==> src/rtl/ctd_pkg.sv <==
`default_nettype none

package ctd_pkg;

  // Configuration port geometry
  localparam int CFG_IDX_W  = 1;
  localparam int CFG_DATA_W = 11;

  // Register indexes
  localparam logic [CFG_IDX_W-1:0] REG_IMAGE_WIDTH  = 1'd0;
  localparam logic [CFG_IDX_W-1:0] REG_IMAGE_HEIGHT = 1'd1;

  // Image size after reset
  localparam logic [CFG_DATA_W-1:0] DIM_RESET = 11'd8;

  // Sub-block geometry
  localparam int TEXELS = 16;

  // Alpha codes
  localparam logic [7:0] ALPHA_OPAQUE = 8'hFF;
  localparam logic [7:0] ALPHA_CLEAR  = 8'h00;

  // One compressed sub-block
  typedef struct packed {
    logic [15:0] endpoint_first;
    logic [15:0] endpoint_second;
    logic [31:0] index_rows;
  } in_item_t;

  // One decoded texel
  typedef struct packed {
    logic [9:0] pixel_x;
    logic [9:0] pixel_y;
    logic [7:0] red;
    logic [7:0] green;
    logic [7:0] blue;
    logic [7:0] alpha;
    logic       last_texel;
  } out_item_t;

  // One palette entry
  typedef struct packed {
    logic [7:0] red;
    logic [7:0] green;
    logic [7:0] blue;
    logic [7:0] alpha;
  } rgba_t;

endpackage

`default_nettype wire

==> src/rtl/cmpr_block_texel_decoder.sv <==
`default_nettype none

// Decodes one 4x4 CMPR (BC1-style) sub-block per input item into RGBA8 texels
// with image coordinates, one texel per cycle on the output channel while the
// receiver does not stall it. The first stage expands the endpoints, builds the
// four-entry palette and marks which texels fall inside the image; the second
// stage walks the marked texels in row-major order into the output register. A
// sub-block emits only the texels that fall inside the image, and one entirely
// outside emits nothing; the single output register delivers one texel a cycle
// unless out_ready holds it. The next item is taken in the cycle its predecessor
// hands over its final texel, so a stream of full sub-blocks runs at one texel
// every cycle while out_ready stays high. An accepted item passes through the
// decoded sub-block register and then the output register. Writing either size
// register restarts the tile walk at the image origin.
module cmpr_block_texel_decoder #(
  parameter int MAX_DIM = 1024
) (
  input  wire                                  clk,
  input  wire                                  rst_n,
  input  wire                                  in_valid,
  output logic                                 in_ready,
  input  ctd_pkg::in_item_t                    in_item,
  output logic                                 out_valid,
  input  wire                                  out_ready,
  output ctd_pkg::out_item_t                   out_item,
  input  wire                                  cfg_we,
  input  wire  [ctd_pkg::CFG_IDX_W-1:0]        cfg_index,
  input  wire  [ctd_pkg::CFG_DATA_W-1:0]       cfg_wdata
);

  import ctd_pkg::*;

  // Position width: holds a tile base plus the tile size
  localparam int PW = $clog2(MAX_DIM) + 1;

  function automatic logic [7:0] expand5(input logic [4:0] v);
    return {v, v[4:2]};
  endfunction

  function automatic logic [7:0] expand6(input logic [5:0] v);
    return {v, v[5:4]};
  endfunction

  // (5*near + 3*far) >> 3
  function automatic logic [7:0] blend58(input logic [7:0] near, input logic [7:0] far);
    logic [10:0] s;
    s = 11'(near) * 11'd5 + 11'(far) * 11'd3;
    return s[10:3];
  endfunction

  function automatic logic [7:0] half(input logic [7:0] a, input logic [7:0] b);
    logic [8:0] s;
    s = 9'(a) + 9'(b);
    return s[8:1];
  endfunction

  // ---------------------------------------------------------------------------
  // Configuration and tile position
  // ---------------------------------------------------------------------------
  logic [CFG_DATA_W-1:0] width_r, width_nxt;
  logic [CFG_DATA_W-1:0] height_r, height_nxt;
  logic [PW-1:0]         tile_x_r, tile_x_nxt;
  logic [PW-1:0]         tile_y_r, tile_y_nxt;
  logic [1:0]            sub_r, sub_nxt;

  logic [PW-1:0] w_eff, h_eff;
  logic [PW-1:0] tile_x_step, tile_y_step;
  logic          accept;

  assign accept = in_valid && in_ready;

  // Clamp to the largest supported dimension
  assign w_eff = (32'(width_r) > MAX_DIM) ? PW'(MAX_DIM) : PW'(width_r);
  assign h_eff = (32'(height_r) > MAX_DIM) ? PW'(MAX_DIM) : PW'(height_r);

  assign tile_x_step = tile_x_r + PW'(8);
  assign tile_y_step = tile_y_r + PW'(8);

  always_comb begin
    width_nxt  = width_r;
    height_nxt = height_r;
    tile_x_nxt = tile_x_r;
    tile_y_nxt = tile_y_r;
    sub_nxt    = sub_r;
    if (cfg_we) begin
      unique case (cfg_index)
        REG_IMAGE_WIDTH:  width_nxt  = cfg_wdata;
        REG_IMAGE_HEIGHT: height_nxt = cfg_wdata;
        default:          width_nxt  = width_r;
      endcase
      // new image: restart at the origin
      tile_x_nxt = '0;
      tile_y_nxt = '0;
      sub_nxt    = '0;
    end else if (accept) begin
      if (sub_r == 2'd3) begin
        sub_nxt = '0;
        if (tile_x_step >= w_eff) begin
          tile_x_nxt = '0;
          tile_y_nxt = (tile_y_step >= h_eff) ? '0 : tile_y_step;
        end else begin
          tile_x_nxt = tile_x_step;
        end
      end else begin
        sub_nxt = sub_r + 2'd1;
      end
    end
  end

  always_ff @(posedge clk) begin
    if (!rst_n) begin
      width_r  <= DIM_RESET;
      height_r <= DIM_RESET;
      tile_x_r <= '0;
      tile_y_r <= '0;
      sub_r    <= '0;
    end else begin
      width_r  <= width_nxt;
      height_r <= height_nxt;
      tile_x_r <= tile_x_nxt;
      tile_y_r <= tile_y_nxt;
      sub_r    <= sub_nxt;
    end
  end

  // ---------------------------------------------------------------------------
  // Decode: palette, index unpack, in-image mask
  // ---------------------------------------------------------------------------
  logic [PW-1:0]              sx, sy;
  logic [TEXELS-1:0]          mask_new;
  logic [TEXELS-1:0][1:0]     idx_new;
  rgba_t [3:0]                pal_new;
  logic                       four_color;
  logic [7:0]                 r0, g0, b0, r1, g1, b1;

  assign sx = tile_x_r + PW'({sub_r[0], 2'b00});
  assign sy = tile_y_r + PW'({sub_r[1], 2'b00});

  always_comb begin
    for (int k = 0; k < TEXELS; k++) begin
      mask_new[k] = ((sx + PW'(k & 3)) < w_eff) && ((sy + PW'(k >> 2)) < h_eff);
      idx_new[k]  = in_item.index_rows[31 - 2 * k -: 2];
    end
  end

  assign r0 = expand5(in_item.endpoint_first[15:11]);
  assign g0 = expand6(in_item.endpoint_first[10:5]);
  assign b0 = expand5(in_item.endpoint_first[4:0]);
  assign r1 = expand5(in_item.endpoint_second[15:11]);
  assign g1 = expand6(in_item.endpoint_second[10:5]);
  assign b1 = expand5(in_item.endpoint_second[4:0]);

  assign four_color = in_item.endpoint_first > in_item.endpoint_second;

  always_comb begin
    pal_new[0] = '{red: r0, green: g0, blue: b0, alpha: ALPHA_OPAQUE};
    pal_new[1] = '{red: r1, green: g1, blue: b1, alpha: ALPHA_OPAQUE};
    if (four_color) begin
      pal_new[2] = '{red: blend58(r0, r1), green: blend58(g0, g1),
                     blue: blend58(b0, b1), alpha: ALPHA_OPAQUE};
      pal_new[3] = '{red: blend58(r1, r0), green: blend58(g1, g0),
                     blue: blend58(b1, b0), alpha: ALPHA_OPAQUE};
    end else begin
      pal_new[2] = '{red: half(r0, r1), green: half(g0, g1),
                     blue: half(b0, b1), alpha: ALPHA_OPAQUE};
      pal_new[3] = '{red: half(r0, r1), green: half(g0, g1),
                     blue: half(b0, b1), alpha: ALPHA_CLEAR};
    end
  end

  // ---------------------------------------------------------------------------
  // Decoded sub-block register and texel walk
  // ---------------------------------------------------------------------------
  logic                   dec_valid_r, dec_valid_nxt;
  logic [TEXELS-1:0]      dec_mask_r, dec_mask_nxt;
  logic [TEXELS-1:0][1:0] dec_idx_r, dec_idx_nxt;
  rgba_t [3:0]            dec_pal_r, dec_pal_nxt;
  logic [PW-1:0]          dec_sx_r, dec_sx_nxt;
  logic [PW-1:0]          dec_sy_r, dec_sy_nxt;

  logic [3:0]        sel;
  logic [TEXELS-1:0] rest;
  logic              emit;
  logic              last;

  // lowest pending texel, row-major
  always_comb begin
    sel = '0;
    for (int k = TEXELS - 1; k >= 0; k--) begin
      if (dec_mask_r[k]) sel = 4'(k);
    end
  end

  assign rest     = dec_mask_r & ~(TEXELS'(1) << sel);
  assign last     = (rest == '0);
  assign emit     = dec_valid_r && (!out_valid || out_ready);
  assign in_ready = !dec_valid_r || (emit && last);

  always_comb begin
    dec_valid_nxt = dec_valid_r;
    dec_mask_nxt  = dec_mask_r;
    dec_idx_nxt   = dec_idx_r;
    dec_pal_nxt   = dec_pal_r;
    dec_sx_nxt    = dec_sx_r;
    dec_sy_nxt    = dec_sy_r;
    if (accept) begin
      // a sub-block wholly outside the image emits nothing
      dec_valid_nxt = |mask_new;
      dec_mask_nxt  = mask_new;
      dec_idx_nxt   = idx_new;
      dec_pal_nxt   = pal_new;
      dec_sx_nxt    = sx;
      dec_sy_nxt    = sy;
    end else if (emit) begin
      dec_mask_nxt  = rest;
      dec_valid_nxt = !last;
    end
  end

  always_ff @(posedge clk) begin
    if (!rst_n) begin
      dec_valid_r <= 1'b0;
    end else begin
      dec_valid_r <= dec_valid_nxt;
    end
  end

  always_ff @(posedge clk) begin
    dec_mask_r <= dec_mask_nxt;
    dec_idx_r  <= dec_idx_nxt;
    dec_pal_r  <= dec_pal_nxt;
    dec_sx_r   <= dec_sx_nxt;
    dec_sy_r   <= dec_sy_nxt;
  end

  // ---------------------------------------------------------------------------
  // Output register
  // ---------------------------------------------------------------------------
  logic      out_valid_r, out_valid_nxt;
  out_item_t out_item_r, out_item_nxt;
  rgba_t     texel_color;
  logic [PW-1:0] px, py;

  assign texel_color = dec_pal_r[dec_idx_r[sel]];
  assign px = dec_sx_r + PW'(sel[1:0]);
  assign py = dec_sy_r + PW'(sel[3:2]);

  always_comb begin
    out_valid_nxt = out_valid_r;
    out_item_nxt  = out_item_r;
    if (emit) begin
      out_valid_nxt           = 1'b1;
      out_item_nxt.pixel_x    = 10'(px);
      out_item_nxt.pixel_y    = 10'(py);
      out_item_nxt.red        = texel_color.red;
      out_item_nxt.green      = texel_color.green;
      out_item_nxt.blue       = texel_color.blue;
      out_item_nxt.alpha      = texel_color.alpha;
      out_item_nxt.last_texel = last;
    end else if (out_ready) begin
      out_valid_nxt = 1'b0;
    end
  end

  always_ff @(posedge clk) begin
    if (!rst_n) begin
      out_valid_r <= 1'b0;
    end else begin
      out_valid_r <= out_valid_nxt;
    end
  end

  always_ff @(posedge clk) begin
    out_item_r <= out_item_nxt;
  end

  assign out_valid = out_valid_r;
  assign out_item  = out_item_r;

endmodule

`default_nettype wire

==> config.mk <==
export PLATFORM = sky130hd
export DESIGN_NAME = cmpr_block_texel_decoder
export DESIGN_NICKNAME = d
export VERILOG_FILES = /design/src/rtl/ctd_pkg.sv /design/src/rtl/cmpr_block_texel_decoder.sv
export SDC_FILE = /design/constraint.sdc
export NUM_CORES = 1
export LEC_CHECK = 0
export BUFFER_PORTS_ARGS = -buffer_cell sky130_fd_sc_hd__buf_2
export CORE_UTILIZATION = 50
export DETAILED_ROUTE_END_ITERATION = 10
export PLACE_DENSITY_LB_ADDON = 0.3
export SETUP_SLACK_MARGIN = 0.02
export SYNTH_ARGS = -nofsm -noshare
export SYNTH_HDL_FRONTEND = slang
export SYNTH_SLANG_ARGS = --single-unit
==> constraint.sdc <==
create_clock -name clk -period 4.3 [get_ports clk]
set_clock_uncertainty 0.05 [all_clocks]
set_input_delay 0.86 -clock clk [delete_from_list [all_inputs] [get_ports clk]]
set_output_delay 0.86 -clock clk [all_outputs]
set_load 0.02 [all_outputs]
After elaboration in Yosys (flattened, before gate mapping)
Cells that the tools add are included.
W data, S select, Z words.
{ "op_classes": {"n_addsub": 22, "mul": 12, "n_div": 0, "order_cmp": 15, "n_eq_ne": 1, "shifts": 1, "n_mux": 32, "bitwise": 4, "n_reduce_logical": 33} }
{ "op_table": {"columns": ["operator", "count"], "rows": [
  ["$lt A11 B11 Y1", 8],
  ["$add A11 B10 Y11", 6],
  ["$mul A8 B3 Y11 const B", 6],
  ["$bmux W32 S2", 1],
  ["$mux W4", 16],
  ["$mux W64", 1],
  ["$mul A8 B2 Y10 const B", 6],
  ["$add A11 B2 Y11 const B", 4],
  ["$mux W11", 4],
  ["$mux W16", 2],
  ["$mux W32", 1],
  ["$add A8 B8 Y9", 3],
  ["$add A11 B1 Y11 const B", 2],
  ["$add A11 B3 Y11", 2],
  ["$add A11 B4 Y11 const B", 2],
  ["$ge A11 B11 Y1", 2],
  ["$gt A11 B11 Y1 const B", 2],
  ["$add A10 B2 Y10", 2],
  ["$logic_and A1 B1 Y1", 19],
  ["$and A16 B16 Y16", 1],
  ["$gt A16 B16 Y1", 1],
  ["$logic_not A16 Y1", 1],
  ["$not A16 Y16", 1],
  ["$reduce_or A16 Y1", 1],
  ["other kinds (15)", 26]
]} }
{ "totals": {"ff_bits": 281, "latch_bits": 0, "ramBits": 0, "romBits": 0, "inputBits": 81, "word_cells": 167, "n_memories": 0} }

Logic depth before layout (Yosys ltp)
Gate-level depths: netlist (run 1).
{ "logic_depth": {"ltp_word": 24, "mapped_depth": 15, "mapped_depth_nobuf": 15} }

Worst setup path after synthesis (run 1)
OpenSTA, ideal clock, no wires.
{ "synth_path": {"path_kind": "input-to-reg", "startpoint": "in in_item[43] (netlist name)", "endpoint": "reg dec_pal_r[95] (netlist name), data pin", "setup_time_ns": 0.254, "arrival_time_ns": 3.931, "slack_ns": 0.065, "cell_stages": 14, "path_buffers": 0, "cell_sequence": "fa_1 -> ha_1 -> inv_1 -> fa_1 -> inv_1 -> ha_1 -> a21o_1 -> a21oi_1 -> nor2b_1 -> o31a_1 -> or3_1 -> a31oi_1 -> xnor2_1 -> a21o_1"} }
{ "synth_lines": {"columns": ["element", "line_no", "source"], "rows": [
  ["from (decl)", "cmpr_block_texel_decoder.sv:22", "input ctd_pkg::in_item_t in_item,"],
  ["to (signal assigned)", "cmpr_block_texel_decoder.sv:231", "dec_pal_r <= dec_pal_nxt;"],
  ["to (decl)", "cmpr_block_texel_decoder.sv:177", "rgba_t [3:0] dec_pal_r, dec_pal_nxt;"]
]} }

Worst setup path after layout (run 1)
{ "layout_path": {"startpoint": "reg dec_mask_r[9]", "endpoint": "out in_ready"} }
{ "layout_between": {"elab_chain_len": 16} }
{ "layout_rtl": {"columns": ["element", "line_no", "source"], "rows": [
  ["from (decl)", "cmpr_block_texel_decoder.sv:175", "logic [TEXELS-1:0] dec_mask_r, dec_mask_nxt;"],
  ["from (signal assigned)", "cmpr_block_texel_decoder.sv:229", "dec_mask_r <= dec_mask_nxt;"],
  ["$mux W4 (10 in a row)", "cmpr_block_texel_decoder.sv:190", "if (dec_mask_r[k]) sel = 4'(k);"],
  ["$shl A1 B4 Y16", "cmpr_block_texel_decoder.sv:194", "assign rest = dec_mask_r & ~(TEXELS'(1) << sel);"],
  ["$not A16 Y16", "cmpr_block_texel_decoder.sv:194", null],
  ["$and A16 B16 Y16 (*)", "cmpr_block_texel_decoder.sv:194", null],
  ["$logic_not A16 Y1 (*)", "cmpr_block_texel_decoder.sv:195", "assign last = (rest == '0);"],
  ["$logic_and A1 B1 Y1 (*)", "cmpr_block_texel_decoder.sv:197", "assign in_ready = !dec_valid_r || (emit && last);"],
  ["$logic_or A1 B1 Y1 (*)", "cmpr_block_texel_decoder.sv:197", null],
  ["to (decl)", "cmpr_block_texel_decoder.sv:21", "output logic in_ready,"]
]} }
Every way passes the cells marked *; elsewhere a longest branch is shown, timed or not.

==> summary.md, run 1 <==
For the core region area, the log shows 33700 µm². The tools report the total power of the final layout as 8580 µW. The final critical path takes up 96.8% of the cycle.

Wires add up to 39.4 mm. TritonCTS built the clock tree. Clock-pin slew was measured on the worst setup and hold paths at 0.06 ns. The post-synth design cell area was 17200 µm². Most used flip-flop cell after synthesis: sky130_fd_sc_hd__edfxtp_1. Walking the worst path, the cells encountered are or3_4, o221ai_4, and2_4, buf_4, nand3_1, o22a_1, o41a_1, inv_4, buf_2.

The routed layout has 12.5k vias. The maximum fanout along the worst path was 9; the all-layer global routing usage was 22.5%. After detailed routing, the number of vias per cell comes to 5.43.

Cell internal power was estimated by the tool at 5770 µW. Summing the sequential cell areas from Yosys gives 38.2% of the chip area. The post-place setup slack was -0.190 ns. The tools report the category of the worst setup path launch point as a flop. Per report_power, the sequential group accounts for 33.5% of the total. The tools report the highest attainable clock frequency as 240 MHz. The net count of the finished layout is 2206.

The proportion of layout cells with a drive suffix above 1 came out at 18.3%. Slowest cell on the critical path: sky130_fd_sc_hd__edfxtp_1. Setup violations remaining at the end of the flow were counted as 0.

Input and output buffers added on the ports amount to 135. The power density relative to cell area was 427 nW/µm²; the post-synthesis register bit count was 233. The largest area contributor in the netlist was sky130_fd_sc_hd__edfxtp_1. The mean cell area of the mapped netlist is 10.5 µm².

By area the synthesized netlist is led by sky130_fd_sc_hd__edfxtp_1 (33%), sky130_fd_sc_hd__ha_1 (16%), sky130_fd_sc_hd__fa_1 (8.2%). The final core area utilization is 59.6%. The net switching fraction of the power works out to 32.8%. Hold is met by 0.381 ns. The number of max-slew violations in the final report is 0. Combinational logic burns 38.2% of the power.

In this run the deepest clock path goes through 3 buffers. The critical path is of the flop to primary output type. The area growth from synthesis to layout is 16.5%. For the clock latency reported for the late side of the worst-skew pair, the log shows 0.54 ns. The worst-case IR drop observed on VDD is 342 µV.

Summing all non-filler instances in the final layout gives an area of 20100 µm². Broken down by cell family, the worst path's largest delay share belongs to compound AO/OA/AOI/OAI gates. The number of clock buffers added by TritonCTS is 28. The initial antenna violation count came out at 0.

The delay of the slowest critical-path stage was 0.47 ns. The repair_antennas step left the layout with diodes totalling 0. STA classifies the critical path endpoint as a primary output. The H-tree depth reported by CTS was 1; the floorplan die height was 188 µm.

The count of final hold-check violations was 0; the switching power was 2810 µW. Summed over all cells, the static leakage comes to 0.00917 µW. For the final weighted congestion in routability-driven placement, the log shows 0.890. For this run, design rule violations remaining after detail routing come to 0. Counting every instance in the synthesized netlist gives 1642. Max-cap violation count: 0.

The logs give 71 for the number of distinct library cells after synthesis and 28.3% for the relative contribution of the clock network to total power. The tools report the number of global-route vias before repair as 12.9k. First-pass GRT wire length: 64.2 mm. The run finished with clean final reports.

Setup repair after global routing left no endpoint under its margin. Entering global routing, the biggest net connects 66 pins. By count the netlist is led by sky130_fd_sc_hd__ha_1 (222), sky130_fd_sc_hd__inv_1 (195), sky130_fd_sc_hd__edfxtp_1 (191), sky130_fd_sc_hd__nand2_1 (114), sky130_fd_sc_hd__nor2_1 (79). Yosys instantiated no cell more often than sky130_fd_sc_hd__ha_1.

Measured against its own limit, the worst slew margin works out to 51.0%. The total overflow left after global routing is 0. Yosys printed 0 warnings. In the final routed layout, each cell accounts on average for 17.1 µm. The share of flip-flops with an asynchronous set or reset after synthesis is 0%. Before antenna repair, the detailed router went through 6 iterations. For the total clock sinks, the log shows 233.

For the row count, the log shows 67. The placed wire-length estimate after detailed placement was 30.5 mm. For the pin with the worst max-slew slack, the measured transition is 0.735 ns. The post-route minimum period is 4.16 ns, and the buffering stage count on the worst path with inverters included is 3.

The required time at the worst-slack endpoint is 3.39 ns. Type of the most critical hold path: flop to flop. The die covers 35200 µm².

The boundary pin count is 136. Of the post-synthesis cell area, the dominant cell type holds 33.3%. For this configuration, the core starts out at a cell density of 51.1%.

At the worst endpoint, the arrival time is 3.25 ns. In this run, synthesis inferred 191 flip-flops with an integrated enable. The run gives 0.136 ns as the smallest setup slack after layout. The detailed router's first-iteration violation count is 622, and the x dimension of the die is 188 µm.

The logs give 19000 µm² for the placed instance area and 0 for the number of antenna-violating nets in the routed design. Clock root buffer: sky130_fd_sc_hd__clkbuf_16.
stage by stage:
step | instances | TNS (ns)
after floorplan | 1643 | 0
final | 2302 | 0
after CTS | 2300 | 0
after global placement | 2247 | -0.462
after detailed placement | 2247 | -1.08
after global routing | 2302 | 0
worst reg2reg max path: cells and delay by family (launching register included):
kind	cells	cell delay, ns
buf+inv	4	0.80
simple gates	4	0.92
compound gates	3	0.91
flops	1	0.47
sequential cells by signal, summed over array words and instances (netlist names):
register	count
dec_pal_r	81
out_item	46
dec_idx_r	32
dec_mask_r	16
height_r	11
width_r	11
dec_sx_r	8
dec_sy_r	8
tile_x_r	8
tile_y_r	8
sub_r	2
dec_valid_r	1
out_valid	1
routing by layer:
metal / routed length [µm] / track usage [%] / vias to the layer above
met3: 1760 / 1.98 / 56
met1: 17900 / 30.7 / 6027
li1: - / - / 6128
met2: 18900 / 38.5 / 299
met4: 826 / 5.60 / 0
met5: 0 / 0 / -
final timing paths:
check,from,end,slack [ns],depth (start not counted)
setup reg to reg,dec_mask_r[9],dec_pal_r[58],0.76,11
setup / recovery,dec_mask_r[9],in_ready,0.14,9
hold / removal,dec_sx_r[9],out_item[52],0.38,0
hold reg to reg,dec_sx_r[9],out_item[52],0.38,0
cell usage in the layout (no fill, tap or decap), types with 5 or more instances in the layout:
cell                        count
sky130_fd_sc_hd__clkinv_2       6
sky130_fd_sc_hd__o21ai_0       56
sky130_fd_sc_hd__or2_2         15
sky130_fd_sc_hd__a31o_2         5
sky130_fd_sc_hd__o21a_1        25
sky130_fd_sc_hd__clkbuf_16     30
sky130_fd_sc_hd__o21bai_1      22
sky130_fd_sc_hd__o31a_1         7
sky130_fd_sc_hd__a21boi_0      21
sky130_fd_sc_hd__a31oi_1       13
sky130_fd_sc_hd__nand3_1       33
sky130_fd_sc_hd__nand2b_1      13
sky130_fd_sc_hd__o31ai_1        7
sky130_fd_sc_hd__nor3_1        23
sky130_fd_sc_hd__buf_12         8
sky130_fd_sc_hd__xnor2_1       57
sky130_fd_sc_hd__dfxtp_1       42
sky130_fd_sc_hd__buf_2        135
sky130_fd_sc_hd__ha_1         222
sky130_fd_sc_hd__o221ai_1       7
sky130_fd_sc_hd__nor2_1        77
sky130_fd_sc_hd__nand4_1       19
sky130_fd_sc_hd__a41oi_1        5
sky130_fd_sc_hd__a21o_1        43
sky130_fd_sc_hd__nor2b_1       11
sky130_fd_sc_hd__or3_1          7
sky130_fd_sc_hd__and3_1         8
sky130_fd_sc_hd__nand2_1      114
sky130_fd_sc_hd__mux2i_1       74
sky130_fd_sc_hd__xor2_1        20
sky130_fd_sc_hd__o211ai_1      13
sky130_fd_sc_hd__buf_4        104
sky130_fd_sc_hd__inv_1        195
sky130_fd_sc_hd__edfxtp_1     191
sky130_fd_sc_hd__fa_1          71
sky130_fd_sc_hd__a21oi_1       66
cells by family (layout without fill, tap and decap cells):
| logic type | after synthesis | in the layout | synth area share, % |
|---|---|---|---|
| simple gates | 348 | 348 | 9.61 |
| compound gates | 325 | 325 | 12.8 |
| fa+ha+maj | 293 | 293 | 24.4 |
| buf+inv | 289 | 500 | 6.70 |
| flops | 233 | 233 | 38.2 |
| xor+xnor | 77 | 77 | 3.91 |
| mux | 76 | 76 | 4.42 |
| other cells | 1 | 2 | 0.0218 |
power by group through the flow:
stage | sequential [µW] | clock, µW | combinational [µW]
after floorplan | 2960 | 0 | 2120
after global placement | 2910 | 0 | 3150
after detailed placement | 2920 | 0 | 3240
after CTS | 2870 | 2470 | 3270
after global routing | 2890 | 2550 | 3650
final | 2870 | 2430 | 3280
final cells by class:
| type | count | area, µm² |
|---|---|---|
| Multi-Input combinational cell | 1121 | 9600 |
| Clock buffer | 37 | 801 |
| Fill cell | 2854 | 13600 |
| Tap cell | 448 | 561 |
| Clock inverter | 15 | 160 |
| Inverter | 201 | 762 |
| Sequential cell | 233 | 6580 |
| Timing Repair Buffer | 247 | 1620 |
repair_timing:
action	4_1_cts	5_1_grt
resized for setup	1	11
endpoints found under the setup margin	1	1
hold endpoints to repair	0	0
buffers inserted	1	2
hold buffers	0	0
pin swaps	2	4
(Power assumes the default switching activity.)
==> inputs of run 2 (changes only) <==
Settings changed: CORE_ASPECT_RATIO set to 1.75.
==> run 2 against run 1 <==
Compared with the run above: worst setup slack improved by 0.018 ns; sequential share of layout area rose by 0.49 points; clock-buffer cell count fell by 5; largest power group unchanged; flip-flop and latch count did not move; cell count fell by 0.13%; non-clock buffer count rose by 5; combinational power rose by 2%; fmax rose by 0.44%; cell area fell by 1.5%; first-iteration DRC count fell by 16%; hold slack got worse by 0.015 ns.
==> summary.md, run 2 (same netlist as run 1, synthesis figures left out) <==
The run finished with clean final reports. Initial antenna violation count: 0. The logs give 13.3k for the number of global-route vias before repair and 0 for the number of antenna-violating nets in the routed design. Top register by number of flip-flops: dec_pal_r. From bottom edge to top edge, the die measures 248 µm. Dividing the final minimum period by the clock period gives 96.4%. The number of flip-flops in the largest register works out to 81. In this run the worst path has a maximum fanout of 6. The total overflow left after global routing is 0. Required time at the worst-slack endpoint: 3.39 ns. The logs give 33900 µm² for the core region area and 524 for the detailed router's first-iteration violation count. The placed wire-length estimate after detailed placement came out at 34.1 mm.

Setup violations remaining at the end of the flow were counted as 0. The tools report the antenna diode count as 0. Before CTS, the worst setup slack after placement is -0.299 ns. Final wirelength: 41.7 mm.

The number of detailed-routing iterations run before antenna repair came out at 5. Once routing completed, OpenROAD measured the worst setup slack at 0.155 ns. STA classifies the critical path startpoint as a flop. TritonCTS built the clock tree. Summing all flip-flop and latch instances after layout gives 6580 µm².

The first global-routing pass estimated 65.2 mm of wire. The number of remaining DRC errors is 0, and the H-tree depth reported by CTS is 1. At the end of routability-driven placement, the weighted congestion stood at 0.939. The worst-case IR drop observed on VDD is 199 µV. The analysis attributes to cell leakage a power of 0.00903 µW. Worst slew margin relative to its limit: 41.6%. The highest attainable clock frequency came out at 241 MHz. The run gives 0 as the number of buffers added to fix hold violations after cts.

The library cell used most frequently in the layout, excluding fill and tap cells, is sky130_fd_sc_hd__ha_1. In this run the horizontal extent of the chip is 142 µm. Summing all multi-input logic gate instances after layout gives 9590 µm². The root buffer cell chosen for the clock tree is sky130_fd_sc_hd__clkbuf_16. After clock tree synthesis, the clock-pin slew on the worst setup and hold paths is 0.07 ns.

The type of the most critical hold path is flop to flop. The effective utilization at floorplan is 50.9%, and the floorplan die area is 35200 µm². Across every metal layer, demand over resource in global routing totals 24.1%. Port buffering added 135 buffers. The tool flagged a number of max-cap violations equal to 0. Entering global routing, the biggest net connects 46 pins. Setup repair after global routing left no endpoint under its margin. The post-route netlist has 17.8% of its cells at a drive strength greater than 1. In the layout the commonest cells are sky130_fd_sc_hd__ha_1 (222), sky130_fd_sc_hd__inv_1 (194), sky130_fd_sc_hd__edfxtp_1 (191), sky130_fd_sc_hd__buf_2 (135), sky130_fd_sc_hd__nand2_1 (114). Summed over all failing endpoints, the final setup total negative slack is 0 ns.

The routed wire length per instance was 18.1 µm; the total clock sinks was 233. The power density relative to cell area is 405 nW/µm². The tools report the row count as 89. At the worst endpoint, the arrival time is 3.24 ns. The critical path is of the flop to primary output type.

The routed layout has 12.7k vias. Pin placement for this block handled 136 I/O pins. The count of final hold-check violations is 0, and the net total in the final layout is 2204. At the pin with the least slew margin, the transition time is 0.874 ns.

The number of buffers created by CTS was 21. The per-cell via count in the routed design is 5.53, and the number of max-slew violations in the final report is 0. The number of filler instances in the final layout was 2921.

From synthesis to final layout, the design area changed by 14.8%. STA classifies the critical path endpoint as a primary output. The post-route minimum period came out at 4.15 ns. The clock passes through at most 3 buffers.

For the worst-skew pair, the clock arrives at the later sink with an insertion delay of 0.52 ns.
==> run 2: final cells by class <==
cell class,instances,share of cell area [%]
repair buffers,252,8.29
well taps,455,2.88
multi-input cells,1121,48.5
clock inverters,5,0.164
inverters,201,3.84
clock buffers,32,3.07
flip-flops and latches,233,33.3
==> run 2: what timing repair did <==
action                                  CTS  global route
pin swaps                                 1             0
buffers inserted                          1             6
resized for setup                         1            10
endpoints found under the setup margin    1             1
==> run 2: worst paths after layout <==
kind	from	cells after the start	slack, ns	endpoint
worst max register to register	dec_mask_r[9]	12	0.75	dec_mask_r[14]
worst max-delay path	dec_mask_r[9]	9	0.15	in_ready
worst min register to register	dec_sx_r[9]	0	0.37	out_item[52]
worst min-delay path	dec_sx_r[9]	0	0.37	out_item[52]
==> run 2: metrics by stage <==
stage / total power, µW / instance area (µm²) / hold slack, ns / instances / utilization, %
final: 8010 / 19800 / 0.365 / 2299 / 58.4
after global routing: 8490 / 19800 / 0.372 / 2299 / 58.4
after CTS: 8060 / 19700 / 0.367 / 2293 / 58.1
after detailed placement: 6250 / 19000 / 0.358 / 2255 / 56.2
after global placement: 6140 / 19000 / 0.352 / 2255 / 56.2
after floorplan: 5080 / 17200 / 0.385 / 1643 / -
==> run 2: layer usage <==
layer	track usage (%)	up-vias	share of wire (%)
met5	0	-	0
met4	16.1	0	6.8
met3	1.85	151	2.8
met2	49.2	299	57
met1	22.2	6151	33
li1	-	6112	-
==> run 2: power breakdown <==
part           internal, µW  switching [µW]  total (µW)
registers              2770             104        2870
clock network           977             821        1800
logic                  1510            1840        3340
==> run 2: worst max-delay path: stages (launching register included) <==
cell                       delay [ns]
sky130_fd_sc_hd__edfxtp_1        0.48
sky130_fd_sc_hd__or3_4           0.44
sky130_fd_sc_hd__o221ai_4        0.24
sky130_fd_sc_hd__and2_4          0.21
sky130_fd_sc_hd__inv_2           0.08
sky130_fd_sc_hd__o31ai_2         0.26
sky130_fd_sc_hd__nand4b_1        0.24
sky130_fd_sc_hd__o41a_1          0.45
sky130_fd_sc_hd__inv_2           0.13
sky130_fd_sc_hd__buf_2           0.18
